## config.mk

```make
export PLATFORM = sky130hd
export DESIGN_NAME = skt_cell
export DESIGN_NICKNAME = d
export VERILOG_FILES = /design/src/hw/rtl/skt_pkg.sv /design/src/hw/rtl/skt_cell.sv
export SDC_FILE = /design/constraint.sdc
export NUM_CORES = 1
export LEC_CHECK = 0
export BUFFER_PORTS_ARGS = -buffer_cell sky130_fd_sc_hd__buf_2
export CAP_MARGIN = 20
export CORE_MARGIN = 2
export CORE_UTILIZATION = 30
export DETAILED_ROUTE_END_ITERATION = 12
export PLACE_DENSITY = 0.53
export RECOVER_POWER = 100
export REMOVE_ABC_BUFFERS = 1
export SYNTH_ARGS = -nofsm -noshare
export SYNTH_HDL_FRONTEND = slang
export SYNTH_SLANG_ARGS = --single-unit
```

## constraint.sdc

```tcl
create_clock -name clk -period 4.64 [get_ports clk]
set_input_delay 0.696 -clock clk [delete_from_list [all_inputs] [get_ports clk]]
set_output_delay 0.696 -clock clk [all_outputs]
set_load 0.01 [all_outputs]
```

## src/hw/rtl/skt_pkg.sv

```systemverilog
package skt_pkg;

  localparam int CMD_W    = 3;
  localparam int COORD_W  = 32;
  localparam int STATUS_W = 3;
  localparam int SPAN_W   = 6;
  localparam int CNT_W    = 7;

  typedef enum logic [CMD_W-1:0] {
    CMD_CLEAR  = 3'd0,
    CMD_APPEND = 3'd1,
    CMD_FIND   = 3'd2,
    CMD_MULT   = 3'd3,
    CMD_INSERT = 3'd4,
    CMD_REMOVE = 3'd5
  } cmd_t;

  typedef enum logic [STATUS_W-1:0] {
    ST_OK    = 3'd0,
    ST_ORDER = 3'd1,
    ST_FULL  = 3'd2,
    ST_EMPTY = 3'd3,
    ST_BELOW = 3'd4
  } status_t;

  typedef enum logic [1:0] {
    CELL_HOLD,
    CELL_LOAD,
    CELL_LEFT,
    CELL_RIGHT
  } cell_op_t;

  typedef struct packed {
    logic lt;
    logic le;
    logic run_head;
  } skt_flags_t;

endpackage

```

## src/hw/rtl/skt_cell.sv

```systemverilog
module skt_cell import skt_pkg::*; #(
  parameter int KNOT_WIDTH = 32
) (
  input  logic                  clk,
  input  cell_op_t              op,
  input  logic                  vld,
  input  logic                  has_left,
  input  logic [KNOT_WIDTH-1:0] key,
  input  logic [KNOT_WIDTH-1:0] left_knot,
  input  logic [KNOT_WIDTH-1:0] right_knot,
  output logic [KNOT_WIDTH-1:0] knot,
  output skt_flags_t            flags
);

  logic [KNOT_WIDTH-1:0] knot_r;

  always_ff @(posedge clk) begin
    case (op)
      CELL_LOAD:  knot_r <= key;
      CELL_LEFT:  knot_r <= left_knot;
      CELL_RIGHT: knot_r <= right_knot;
      default:    knot_r <= knot_r;
    endcase
  end

  assign knot           = knot_r;
  assign flags.lt       = vld && (knot_r < key);
  assign flags.le       = vld && (knot_r <= key);
  assign flags.run_head = !has_left || (knot_r != left_knot);

endmodule

```

# After elaboration in Yosys (flattened, before gate mapping)
# Cells that the tools add are included.
# totals
ff_bits,32
input_bits,101
# classes
n_eq_ne,4
muxes,1
n_reduce_logical,5
magnitude_cmp,2
# op_table
operator,n
case mux 32 bit (3 select lines),1
<= comparator 32 bit,1
less-than comparator 32 bit,1
!= test 32 bit,1
"equality test 2 bit, second input constant",2
nonzero test 3 bit,1
"equality test 2 x 1 -> 1 bit, second input constant",1
logical AND 1 bit,2
zero test 1 bit,1
logical OR 1 bit,1

# Logic depth before layout (Yosys ltp)
# depth
word_depth,2
depth_mapped,7

# Least setup slack after synthesis
# Ideal clock, no wire load.
# synth_timing
path_kind,input-to-output
startpoint,in key[14]
endpoint,out flags[1] (netlist bit)
path_stages,7
arrival_time_ns,2.009
setup_slack_ns,1.935
required_time_ns,3.944
path_buffers,0
cell_sequence,inv_1 > ha_1 > nand4_1 > nor4_1 > a21bo_2 > a31oi_1 > o21ai_0
# synth_lines
item,line_no,rtl
"start, declared",skt_cell.sv:8,"input logic [KNOT_WIDTH-1:0] key,"
"end, declared",skt_cell.sv:12,output skt_flags_t flags

# Final worst setup path
# layout_timing
startpoint,in op[0]
endpoint,"reg knot_r[28] (netlist: knot[28]), enable pin"
# layout_via
elab_chain_cells,2
# layout_lines
item,line_no,rtl
"start, declared",skt_cell.sv:5,"input cell_op_t op,"
equality test 2 bit or equality test 2 x 1 -> 1 bit (tied branches),skt_cell.sv:18,case (op)
nonzero test 3 bit (no line) *,--,
"end signal, assigned",skt_cell.sv:19,CELL_LOAD: knot_r <= key;
"end signal, assigned",skt_cell.sv:20,CELL_LEFT: knot_r <= left_knot;
"end signal, assigned",skt_cell.sv:21,CELL_RIGHT: knot_r <= right_knot;
"end, declared",skt_cell.sv:15,logic [KNOT_WIDTH-1:0] knot_r;
# Mark *: on every way between the ends. The rest lies on a longest branch, timed or not.
# A chain may end at the register's enable or synchronous reset.

==> flow_summary.json <==
{
  "status": "complete, but fails checks",
  "failed_checks": "capacitance limit, slew limit",
  "ys_seq_area_share_pct": 34.6,
  "rows": 35,
  "core_sq_um": 9110,
  "synthTopCellsByCount": "a21oi_1 (43), nor2_1 (36), inv_1 (33)",
  "hpwl_um": 6400,
  "path_clk_slew_ns": 0.08,
  "slew_violations": 34,
  "drt_wl_total_um": 8080,
  "cts_max_level": 2,
  "synth_cell_types": 28,
  "cp_slowest_stage_delay_ns": 1.70,
  "hp-class": "input pin to flop",
  "initial_utilization_pct": 30.5,
  "ant_nets": 0,
  "clock-sinks": 32,
  "p_per_area_nw_per_um2": 270,
  "yosys-top-cells-area": "edfxtp_1 (35%), ha_1 (14%), mux2i_1 (12%), xnor2_1 (8.8%), a21oi_1 (7.7%)",
  "grt_max_degree": 65,
  "max_cap_violations": 1,
  "switching_share_pct": 32.3,
  "avgSynthCellArea_sq_um": 9.29,
  "cp-end-kind": "flop",
  "grt_first_pass_wirelength_um": 12400,
  "tritoncts": "done",
  "cts_buffer_depth": 2,
  "die_h_um": 100,
  "cts_hold_buf": 0,
  "overflow": 0,
  "period_share_pct": 75.3,
  "synth_edf_count": 32,
  "cts-root-buf": "clkbuf_8",
  "cts_buffers": 5,
  "setup_tns_ns": 0,
  "drive_above_1_share_pct": 25.4,
  "via_count": 2558,
  "crit_path_start_kind": "input pin",
  "cp.required_ns": 4.55,
  "switching_power_w": 0.000316,
  "antennaDiodeCount": 0,
  "rsz0062_at_grt": "no",
  "criticalPathCategory": "input pin to flop",
  "synth_cells": 299,
  "async_reset_ff_share_pct": 0,
  "p_leak_nw": 1.70,
  "finalSetupViolCount": 0,
  "pin_count": 136,
  "post_drt_wl_per_cell_um": 14.9,
  "yosys_most_used_dff": "edfxtp_1",
  "vias_per_cell": 4.70,
  "cp_cell_sequence": "buf_2 -> clkbuf_1 -> or2_2",
  "synth_seq_cells": 32,
  "intPower_w": 0.000662,
  "cts_resized": 0,
  "drt-pass1-iter-count": 4,
  "hold_slack_ns": 0.744,
  "critPathMaxFanout": 33,
  "antenna_found_initial": 0,
  "synth_top_area_share_pct": 34.6,
  "worst_pin_slew_ns": 2.40,
  "yosysTopAreaCell": "edfxtp_1",
  "pwr-share-comb_pct": 31.4,
  "yosysMostFrequentCell": "a21oi_1",
  "final_nets": 565,
  "ys_warn_count": 0,
  "seqPwrFrac_pct": 40.6,
  "n_fill_cell": 985,
  "finalPower_w": 0.000978,
  "max_freq_mhz": 286,
  "period_minus_slack_ns": 3.50,
  "finalHoldViolCount": 0,
  "drt_iter0_markers": 54,
  "die_w_um": 100,
  "fin_util_pct": 39.8,
  "io_buffers": 135,
  "largest_register_ffs": 32,
  "grt_pass1_vias": 2444,
  "syn_area_sq_um": 2780,
  "routabilityCongestion": 0.841,
  "crit_arrival_ns": 3.41,
  "post-route-drc-count": 0,
  "post_cts_buffers": 0,
  "area_growth_pct": 30.4,
  "die_area_sq_um": 10000,
  "peakVddDrop_uv": 102,
  "pwr-share-clk_pct": 28.0,
  "cp_slowest_cell": "clkbuf_1",
  "grt.total_usage_pct": 15.9,
  "slew_headroom_pct": -60.1
}
-- placed cells by master (no fill, tap or decap), drive strengths merged, types with 2 or more instances in the layout --
cell    Yosys  final
buf         5    101
a21oi      43     43
clkbuf      6     42
nor2       36     36
inv        33     33
mux2i      32     32
ha         32     32
edfxtp     32     32
xnor2      28     28
nand4      14     14
nand2       7      7
o21ai       4      4
nor4        4      4
xor2        4      4
nand3       3      3
or4         2      2
nand2b      2      2
a221oi      2      2
o211ai      2      2
-- cells by family (layout without fill, tap and decap cells) --
kind of cell | after synthesis | after routing | share of synthesized area, %
xor+xnor | 32 | 32 | 10.1
simple gates | 71 | 71 | 12.2
fa+ha+maj | 32 | 32 | 14.4
compound gates | 56 | 56 | 11.1
mux | 32 | 32 | 11.5
buf+inv | 44 | 178 | 6.08
flops | 32 | 32 | 34.6
-- worst max-delay path, delay by kind of cell --
family	cells	cell delay, ns
buf+inv	2	1.77
simple gates	1	0.91
-- power by group through the flow --
stage	clock (W)	combinational [W]	sequential (W)
5_1_grt	0.000295	0.000349	0.000404
2_1_floorplan	0	0.000153	0.000412
3_5_place_dp	0	0.000317	0.000403
4_1_cts	0.000283	0.000319	0.000397
3_3_place_gp	0	0.000314	0.000403
6_report	0.000274	0.000307	0.000397
-- per-stage QoR --
stage	worst slack, ns	instances	instance area (sq um)
4_1_cts	1.47	544	3670
5_1_grt	0.866	544	3620
3_3_place_gp	1.50	536	3560
3_5_place_dp	1.47	536	3560
6_report	1.14	544	3620
2_1_floorplan	1.93	288	2730
-- metal layers --
metal	part of all wire [%]	GRT usage (%)	wire [um]	vias up
li1	-	-	-	1335
met1	50	22.7	4030	1128
met2	43	25.1	3460	93
met3	6.8	3.34	552	2
met4	0.45	2.85	36	0
met5	0	0	0	-
-- area by class of cell --
| cell class | instances | area (sq um) | area share [%] |
|---|---|---|---|
| Clock buffer | 6 | 72.6 | 2.00 |
| Clock inverter | 2 | 35.0 | 0.967 |
| Inverter | 33 | 124 | 3.42 |
| Multi-Input combinational cell | 223 | 1650 | 45.5 |
| Sequential cell | 32 | 961 | 26.5 |
| Tap cell | 111 | 139 | 3.83 |
| Timing Repair Buffer | 137 | 643 | 17.8 |
-- final timing paths --
path | end | cells after the start | startpoint
setup / recovery | knot[28]$_DFFE_PP_ | 3 | op[0]
hold / removal | knot[15]$_DFFE_PP_ | 3 | key[15]
No activity file was read; power rests on OpenSTA's default activity.
