<file path="src/hw/rtl/skt_therm_count.sv">
module skt_therm_count #(
  parameter int MAX_KNOTS = 64,
  parameter int CW        = 7
) (
  input  logic [MAX_KNOTS-1:0] therm,
  output logic [CW-1:0]        cnt
);

  logic [MAX_KNOTS-1:0] edge_v;
  logic [CW-1:0]        acc;

  always_comb begin
    acc = '0;
    for (int i = 0; i < MAX_KNOTS; i++) begin
      if (i == 0) begin
        edge_v[i] = !therm[i];
      end else begin
        edge_v[i] = !therm[i] && therm[i-1];
      end
      if (edge_v[i]) begin
        acc = acc | CW'(i);
      end
    end
    cnt = (&therm) ? CW'(MAX_KNOTS) : acc;
  end

endmodule
</file>
<file path="config.mk">
export PLATFORM = sky130hd
export DESIGN_NAME = skt_therm_count
export DESIGN_NICKNAME = d
export VERILOG_FILES = /design/src/hw/rtl/skt_therm_count.sv
export SDC_FILE = /design/constraint.sdc
export NUM_CORES = 1
export LEC_CHECK = 0
export ABC_AREA = 1
export BUFFER_PORTS_ARGS = -buffer_cell sky130_fd_sc_hd__buf_2
export CORE_ASPECT_RATIO = 1.25
export CORE_MARGIN = 2
export CORE_UTILIZATION = 45
export DETAILED_ROUTE_END_ITERATION = 16
export PLACE_DENSITY = 0.94
export SETUP_SLACK_MARGIN = 0.15
export SLEW_MARGIN = 5
export SYNTH_ARGS = -nofsm -noshare
export SYNTH_HDL_FRONTEND = slang
export SYNTH_SLANG_ARGS = --single-unit
export TNS_END_PERCENT = 100
</file>
<file path="constraint.sdc">
create_clock -name vclk -period 1.1
set_clock_uncertainty 0.15 [all_clocks]
set_input_delay 0.165 -clock vclk [all_inputs]
set_output_delay 0.165 -clock vclk [all_outputs]
set_load 0.01 [all_outputs]
</file>
==> flow_summary.ini, run 1 <==
[placement]
io_buffers = 71
gp_congestion = 0.927
post-dp-hpwl_mm = 3.13

[synth]
synth_compound_area_share_pct = 0
yosysMostFrequentCell = nand2_1
synth_xor_area_share_pct = 0
synth_area_leaders = nand2_1, inv_1, nor2_1
yosys.area.top_type = nand2_1
synthTopCellsByCount = nand2_1, inv_1, nor2_1, nand2_2, nor2_2
ys_types = 5
synth_fa_ha_area_share_pct = 0
synth_top_area_share_pct = 54.0
syn_avg_cell_area_sq_um = 3.87
synthMuxAreaShare_pct = 0
synth_area_sq_um = 1200
ys_seq_area_share_pct = 0
syn-num-nets = 375
synth_simple_gate_area_share_pct = 80.3
yosysWarnings = 0
synth_top_family_by_area = simple AND/OR/NAND/NOR gates
syn_inst = 311

[global_routing]
grt_overflow = 67
grt_max_degree = 4
grtUsageTotal_pct = 68.0

[status]
tool.error = [ERROR GRT-0232] Routing congestion too high. Check the congestion heatmap in the GUI.
lastStage = 5_1_grt
status = did not finish

[floorplan]
die_w_um = 50.2
start_util_pct = 48.5
rows = 20
die_y_um = 61.8
io_pins = 71

[cts]
holdBufCountCts = 0

[sta]
endpoint_type = output port
crit_endpoint = cnt[4]
per-stage QoR:
stage                     setup WS, ps  cell area, sq um  cells
after floorplan                    109              1250    311
after detailed placement          -271              1680    419
after global placement            -273              1680    419
after CTS                         -157              2100    420
routing by layer:
metal | GRT overflow | GRT usage, %
met4 | 27 | 91.7
met3 | 0 | 35.6
met2 | 39 | 102
met1 | 1 | 58.3
met5 | 0 | 0
what timing repair did:
| item | 4_1_cts |
|---|---|
| pin swaps | 68 |
| setup buffers | 1 |
| resized for setup | 104 |
| setup endpoints to repair | 7 |
kinds of logic after synthesis:
kind of cell  after synthesis
simple gates              248
buf+inv                    63
==> run 2: changes to the inputs <==
--- a/config.mk
+++ b/config.mk
@@ -7,12 +7,10 @@
 export LEC_CHECK = 0
 export ABC_AREA = 1
 export BUFFER_PORTS_ARGS = -buffer_cell sky130_fd_sc_hd__buf_2
-export CORE_ASPECT_RATIO = 1.25
 export CORE_MARGIN = 2
-export CORE_UTILIZATION = 45
+export CORE_UTILIZATION = 30
 export DETAILED_ROUTE_END_ITERATION = 16
-export PLACE_DENSITY = 0.94
-export SETUP_SLACK_MARGIN = 0.15
+export PLACE_DENSITY_LB_ADDON = 0.15
 export SLEW_MARGIN = 5
 export SYNTH_ARGS = -nofsm -noshare
 export SYNTH_HDL_FRONTEND = slang
==> run 2 against run 1 <==
Effect of this change:
- the flow now finishes, with violations (negative setup slack)
- area after synthesis stayed put
- synthesized cell count stayed put
==> flow_summary.ini, run 2 <==
[power]
power_density_nw_per_um2 = 348
peakVddDrop_mv = 0.170
total_power_mw = 0.832
p_leak_nw = 1.37

[routing]
dr.pass1.iters = 4
drtAntennaViolNets = 0
vias = 1876
drt_iter0_markers = 43
wl_per_cell_um = 9.82
route.detailed.drc = 0
vias_per_cell = 4.33
drt-total-wl_mm = 4.25

[global_routing]
antenna_found_initial = 0
grtUsageTotal_pct = 17.3
grt_overflow = 0
grt_pass1_wl_mm = 6.38
grt_pass1_vias = 1621
grt_max_degree = 5

[sta]
setup_slack_ps = -159
worst_pin_slew_ps = 115
hold_viol = 0
rsz0062_at_grt = true
tns_ps = -942
timing.final.crit_period_ps = 1260
fmax_ghz = 0.794
setup_viol = 7
period_share_pct = 114
slew_violations = 0
fin_hold_ws_ps = 647
relSlewSlack_pct = 92.3

[floorplan]
start_util_pct = 30.7
io_pins = 71
rows = 23
dieArea_sq_um = 4530
core_area_sq_um = 3910
die_y_um = 67.3
die_w_um = 67.3

[placement]
gp_congestion = 0.923
io_buffers = 71
placed_cell_area_sq_um = 1630
preCtsSetupSlack_ps = -249
post-dp-hpwl_mm = 3.28
dpl.cell_count = 433

[synth]
synth_xor_area_share_pct = 0
synth_area_sq_um = 1200
synth_compound_area_share_pct = 0
yosysMostFrequentCell = nand2_1
syn_inst = 311
synthTopCellsByCount = nand2_1, inv_1, nor2_1, nand2_2, nor2_2
syn_avg_cell_area_sq_um = 3.87
yosysWarnings = 0
yosys.area.top_type = nand2_1
synth_top_family_by_area = simple AND/OR/NAND/NOR gates
syn-num-nets = 375
synth_area_leaders = nand2_1, inv_1, nor2_1
synth_top_area_share_pct = 54.0
ys_types = 5
synthMuxAreaShare_pct = 0
ys_seq_area_share_pct = 0
synth_simple_gate_area_share_pct = 80.3
synth_fa_ha_area_share_pct = 0

[status]
status = complete, but fails checks
violations = negative setup slack

[critical_path]
critPathMaxStageDelay_ps = 140
slowest_stage = buf_2
cp_common_cell = nand2_2
crit_family = simple AND/OR/NAND/NOR gates
cp.buffers_inverters = 3
critical_path_class = primary input to output port
cp.arrival_ps = 940
critPathMaxFanout = 3
cp.depth = 9
worst_setup_path_end_kind = output port
critPathLaunchType = primary input
cp-startpoint = therm[31]
crit_chain = buf_8 > inv_2 > nand2_2 > nand2_4 > nor2_4 > nand2_2 > nor2_2 > nand2_1 > buf_2
worstPathRequired_ps = 780
crit_end = cnt[1]

[layout]
drive_gt1_share_pct = 49.3
multiInputGateArea_sq_um = 1300
flops_and_latches = 0
nets = 449
regArea_sq_um = 0
area_delta_synth_final_pct = 99.1
layout_common_cells = nand2_1, nand2_2, inv_1
n_antenna_cell = 0
n_fill_cell = 416
final_cell_area_sq_um = 2390
final_common_cell = nand2_1
final_util_pct = 61.2
clkbuf_count = 0
instances_no_fill = 433

[cts]
cts_setup_buffers = 0
holdBufCountCts = 0

[job]
drv_cap = 0

[min_path]
hold_path_class = primary input to output port
==> run 2: cell counts after synthesis <==
No cell type changed its count.
==> run 2: final cells by class <==
class | instances | share of cell area [%]
timing repair buffer | 72 | 32.8
tap | 50 | 2.61
inverter | 63 | 10.3
multi-input combinational | 248 | 54.3
==> run 2: how the worst min path moves through the flow <==
stage / startpoint / to / depth (start not counted)
after global routing: therm[7] / cnt[3] / 8
after detailed placement: therm[29] / cnt[6] / 8
after CTS: therm[27] / cnt[6] / 8
final: therm[7] / cnt[3] / 8
after global placement: therm[0] / cnt[0] / 8
after floorplan: therm[3] / cnt[6] / 6
==> run 2: routing by layer <==
| metal | part of all wire (%) | GRT usage (%) |
|---|---|---|
| met5 | 0 | 0 |
| met4 | 0.45 | 0 |
| met3 | 4.3 | 0 |
| met2 | 52 | 31.1 |
| met1 | 44 | 24.8 |
==> run 2: logic make-up after synthesis <==
family,count (synthesis)
buf+inv,63
simple gates,248
==> run 2: what timing repair did <==
action,CTS,global route
pin swaps,58,82
endpoints found under the setup margin,7,7
resized for setup,82,136
==> run 2: power breakdown <==
group          internal [mW]  total [mW]  switching (mW)  leakage (nW)
Combinational          0.420       0.832           0.412          1.37
Clock                      0           0               0             0
Sequential                 0           0               0             0
Note: power is estimated with default switching activity, not from simulation.
==> run 3: changes to the inputs <==
--- a/config.mk
+++ b/config.mk
@@ -7,8 +7,10 @@
 export LEC_CHECK = 0
 export ABC_AREA = 1
 export BUFFER_PORTS_ARGS = -buffer_cell sky130_fd_sc_hd__buf_2
+export CELL_PAD_IN_SITES_DETAIL_PLACEMENT = 1
+export CELL_PAD_IN_SITES_GLOBAL_PLACEMENT = 1
 export CORE_MARGIN = 2
-export CORE_UTILIZATION = 30
+export CORE_UTILIZATION = 26
 export DETAILED_ROUTE_END_ITERATION = 16
 export PLACE_DENSITY_LB_ADDON = 0.15
 export SLEW_MARGIN = 5
==> run 3 against run 2 <==
Effect of this change:
- the run still ends with negative setup slack left
- cell count grew 0.23%
- critical path depth is the same
- setup slack lost 29 ps
- via count grew 2.7%
- combinational power shrank 0.6%
- maximum frequency shrank 2.3%
- critical path type unchanged
- largest cell class unchanged
- highest routed layer unchanged
==> flow_summary.ini, run 3 (same netlist as run 2, synthesis figures left out) <==
[critical_path]
critical_path_class = primary input to output port
cp-startpoint = therm[51]
critPathMaxFanout = 3
critPathLaunchType = primary input
crit_end = cnt[5]
worstPathRequired_ps = 780
worst_setup_path_end_kind = output port
cp.arrival_ps = 970

[routing]
drtAntennaViolNets = 0
drt-total-wl_mm = 4.88
wl_per_cell_um = 11.2
drt_iter0_markers = 31
dr.pass1.iters = 4
route.detailed.drc = 0
vias_per_cell = 4.44
vias = 1927

[floorplan]
io_pins = 71
die_y_um = 72.0
core_area_sq_um = 4410
dieArea_sq_um = 5180
start_util_pct = 27.2
die_w_um = 72.0
rows = 24

[sta]
slew_violations = 0
setup_slack_ps = -188
timing.final.crit_period_ps = 1290
hold_viol = 0
setup_viol = 7
worst_pin_slew_ps = 149
relSlewSlack_pct = 90.0
rsz0062_at_grt = true
fmax_ghz = 0.776
period_share_pct = 117

[placement]
dpl.cell_count = 434
post-dp-hpwl_mm = 4.01
io_buffers = 71
gp_congestion = 0.845

[layout]
nets = 448
multiInputGateArea_sq_um = 1330
regArea_sq_um = 0
layout_common_cells = nand2_1, nand2_2, inv_1
flops_and_latches = 0
n_fill_cell = 646
area_delta_synth_final_pct = 95.9
n_antenna_cell = 0
instances_no_fill = 434
drive_gt1_share_pct = 52.9
final_util_pct = 53.4
final_common_cell = nand2_1
clkbuf_count = 0

[power]
p_leak_nw = 1.36
power_density_nw_per_um2 = 351
peakVddDrop_mv = 0.136

[cts]
cts_setup_buffers = 0
holdBufCountCts = 0

[global_routing]
grt_pass1_wl_mm = 7.27
grtUsageTotal_pct = 16.7
antenna_found_initial = 0
grt_max_degree = 5
grt_pass1_vias = 1763
grt_overflow = 0

[status]
status = complete, but fails checks
violations = negative setup slack

[job]
drv_cap = 0

[min_path]
hold_path_class = primary input to output port
run 3: cell count changes in the layout (fill, tap and decap cells not counted), sizes merged:
cell,change
buf,-1
run 3: area by class of cell:
type / instances / share of cell area [%]
multi-input cells: 248 / 56.5
repair buffers: 71 / 30.3
inverters: 63 / 10.5
well taps: 52 / 2.76
run 3: per-stage QoR:
step                      hold WS (ps)  TNS [ps]  power (mW)  area [sq um]  setup WS [ps]
final                              667     -1060       0.827          2360           -188
after global routing               713     -1600       0.916          2360           -246
after CTS                          672     -1130       0.636          1900           -188
after detailed placement           688     -1590       0.518          1620           -280
after global placement             684     -1610       0.509          1620           -277
after floorplan                    412         0       0.282          1200            106
run 3: metal layers:
metal | global-route usage, % | wire (um)
met1 | 24.1 | 2210
met2 | 29.5 | 2410
met3 | 0.694 | 242
met4 | 0 | 16
met5 | 0 | 0
run 3: worst min-delay path by stage:
| stage | from | endpoint | slack [ps] | cells past startpoint |
|---|---|---|---|---|
| finish | therm[32] | cnt[0] | 670 | 8 |
| global route | therm[25] | cnt[1] | 710 | 8 |
| CTS | therm[25] | cnt[6] | 670 | 8 |
| detailed placement | therm[0] | cnt[0] | 690 | 8 |
| global placement | therm[15] | cnt[6] | 680 | 8 |
| floorplan | therm[3] | cnt[6] | 410 | 6 |
run 3: worst max-delay path, stage by stage:
cell and delay (ps):
buf_8 80, inv_2 40, nand2_2 80, nand2_2 80, nor2_1 110, nand2_1 100, nor2_4 140, nand2_2 70
buf_6 120
run 3: power by group:
group | internal (mW) | leakage (nW) | switching, mW
combinational | 0.395 | 1.36 | 0.432
clock | 0 | 0 | 0
sequential | 0 | 0 | 0
run 3: what timing repair did:
action	in CTS	in global routing
pin swaps	53	99
setup endpoints to repair	7	7
resized for setup	72	149
==> run 4: changes to the inputs <==
--- a/config.mk
+++ b/config.mk
@@ -6,12 +6,12 @@
 export NUM_CORES = 1
 export LEC_CHECK = 0
 export ABC_AREA = 1
-export BUFFER_PORTS_ARGS = -buffer_cell sky130_fd_sc_hd__buf_2
 export CELL_PAD_IN_SITES_DETAIL_PLACEMENT = 1
 export CELL_PAD_IN_SITES_GLOBAL_PLACEMENT = 1
-export CORE_MARGIN = 2
-export CORE_UTILIZATION = 26
+export CORE_AREA = 2 2 63 65
 export DETAILED_ROUTE_END_ITERATION = 16
+export DIE_AREA = 0 0 65 67
+export DONT_BUFFER_PORTS = 1
 export PLACE_DENSITY_LB_ADDON = 0.15
 export SLEW_MARGIN = 5
 export SYNTH_ARGS = -nofsm -noshare
==> run 4 against run 3 <==
Effect of this change:
- the run now ends clean
- cell count is 17% lower
- flip-flop and latch count stayed put
- power is 41% lower
- maximum frequency is 19% higher
- non-clock buffer count is 70 lower
- critical path type unchanged
==> flow_summary.ini, run 4 (same netlist as run 2, synthesis figures left out) <==
[status]
status = completed

[power]
power_density_nw_per_um2 = 294
peakVddDrop_mv = 0.119
p_leak_nw = 0.971

[critical_path]
critPathLaunchType = primary input
crit_chain = inv_1 > nand2_1 > nand2_1 > nor2_4 > nand2_1 > nor2_2 > nand2_2
critPathMaxFanout = 3
cp-startpoint = therm[19]
slowest_stage = nor2_2
crit_family = simple AND/OR/NAND/NOR gates
cp.depth = 7
cp_common_cell = nand2_1
critPathMaxStageDelay_ps = 150
cp.arrival_ps = 760
crit_end = cnt[4]
critical_path_class = primary input to output port
worst_setup_path_end_kind = output port
worstPathRequired_ps = 780
cp.buffers_inverters = 1

[floorplan]
rows = 22
start_util_pct = 33.3
core_area_sq_um = 3610
dieArea_sq_um = 4360
io_pins = 71
die_w_um = 65
die_y_um = 67

[global_routing]
grt_max_degree = 5
grt_overflow = 0
antenna_found_initial = 0
use_met2_pct = 33.1
grtUsageTotal_pct = 16.8
use_met1_pct = 21.2
met3_usage_pct = 0.676
grt_pass1_wl_mm = 6.02
top_usage_layer = met2
grt_pass1_vias = 1563

[routing]
dr.pass1.iters = 4
wl_per_cell_um = 11.6
route.detailed.drc = 0
vias = 1628
vias_per_cell = 4.52
drt-total-wl_mm = 4.16
drtAntennaViolNets = 0
drt_iter0_markers = 23

[sta]
timing.final.crit_period_ps = 1080
hold_viol = 0
worst_pin_slew_ps = 176
relSlewSlack_pct = 88.2
fmax_ghz = 0.926
rsz0062_at_grt = true
slew_violations = 0
fin_hold_ws_ps = 449
period_share_pct = 98.1
setup_viol = 0

[layout]
final_common_cell = nand2_1
nets = 378
drive_gt1_share_pct = 36.9
layout_common_cells = nand2_1, nand2_2, inv_1
flops_and_latches = 0
n_antenna_cell = 0
clkbuf_count = 0
final_cell_area_sq_um = 1660
regArea_sq_um = 0
area_delta_synth_final_pct = 37.8

[job]
drv_cap = 0

[placement]
placed_cell_area_sq_um = 1270
io_buffers = 0
post-dp-hpwl_mm = 3.47
gp_congestion = 0.833

[min_path]
hold_path_class = primary input to output port

[cts]
holdBufCountCts = 0
cts_setup_buffers = 0
==> run 4: cell types whose count changed in the layout (fill, tap and decap cells not counted), sizes merged <==
cell  previous run  this run
buf             71         1
==> run 4: how the worst min path moves through the flow <==
stage	from	endpoint	slack, ps	cells past startpoint
after floorplan	therm[3]	cnt[6]	410	6
after global placement	therm[15]	cnt[6]	440	6
after detailed placement	therm[17]	cnt[6]	450	6
after CTS	therm[17]	cnt[6]	460	6
after global routing	therm[15]	cnt[6]	490	6
final	therm[17]	cnt[6]	450	6
==> run 4: report_power, final <==
| group | switching [mW] | total, mW | internal (mW) |
|---|---|---|---|
| registers | 0 | 0 | 0 |
| clock network | 0 | 0 | 0 |
| logic | 0.290 | 0.487 | 0.197 |
| total | 0.290 | 0.487 | 0.197 |
==> run 4: layer usage <==
layer  vias up  share of wire [%]  wire, um
li1        875                  -         -
met1       717                 41      1700
met2        36                 55      2300
met3         0                3.9       163
met4         0                  0         0
met5         -                  0         0
==> run 4: repair_timing <==
| action | 4_1_cts | 5_1_grt |
|---|---|---|
| hold endpoints to repair | 0 | 0 |
| gates resized for setup | 2 | 133 |
| pin swaps | 3 | 80 |
| setup endpoints to repair | 5 | 7 |
==> run 4: area by class of cell <==
class / count / area (sq um)
fill: 570 / 1950
multi-input combinational: 248 / 1330
inverter: 63 / 256
tap: 48 / 60.1
timing repair buffer: 1 / 11.3
==> run 4: per-stage QoR <==
stage                     power, mW  util, %  cells  TNS (ps)  worst slack (ps)
after floorplan               0.282        -    311         0               106
after detailed placement      0.350     35.2    360     -55.4             -16.8
after CTS                     0.353     35.4    360         0              3.77
after global routing          0.553     45.9    360      -173             -44.9
final                         0.487     45.9    360         0              20.6
after global placement        0.345     35.2    360     -45.9             -19.4
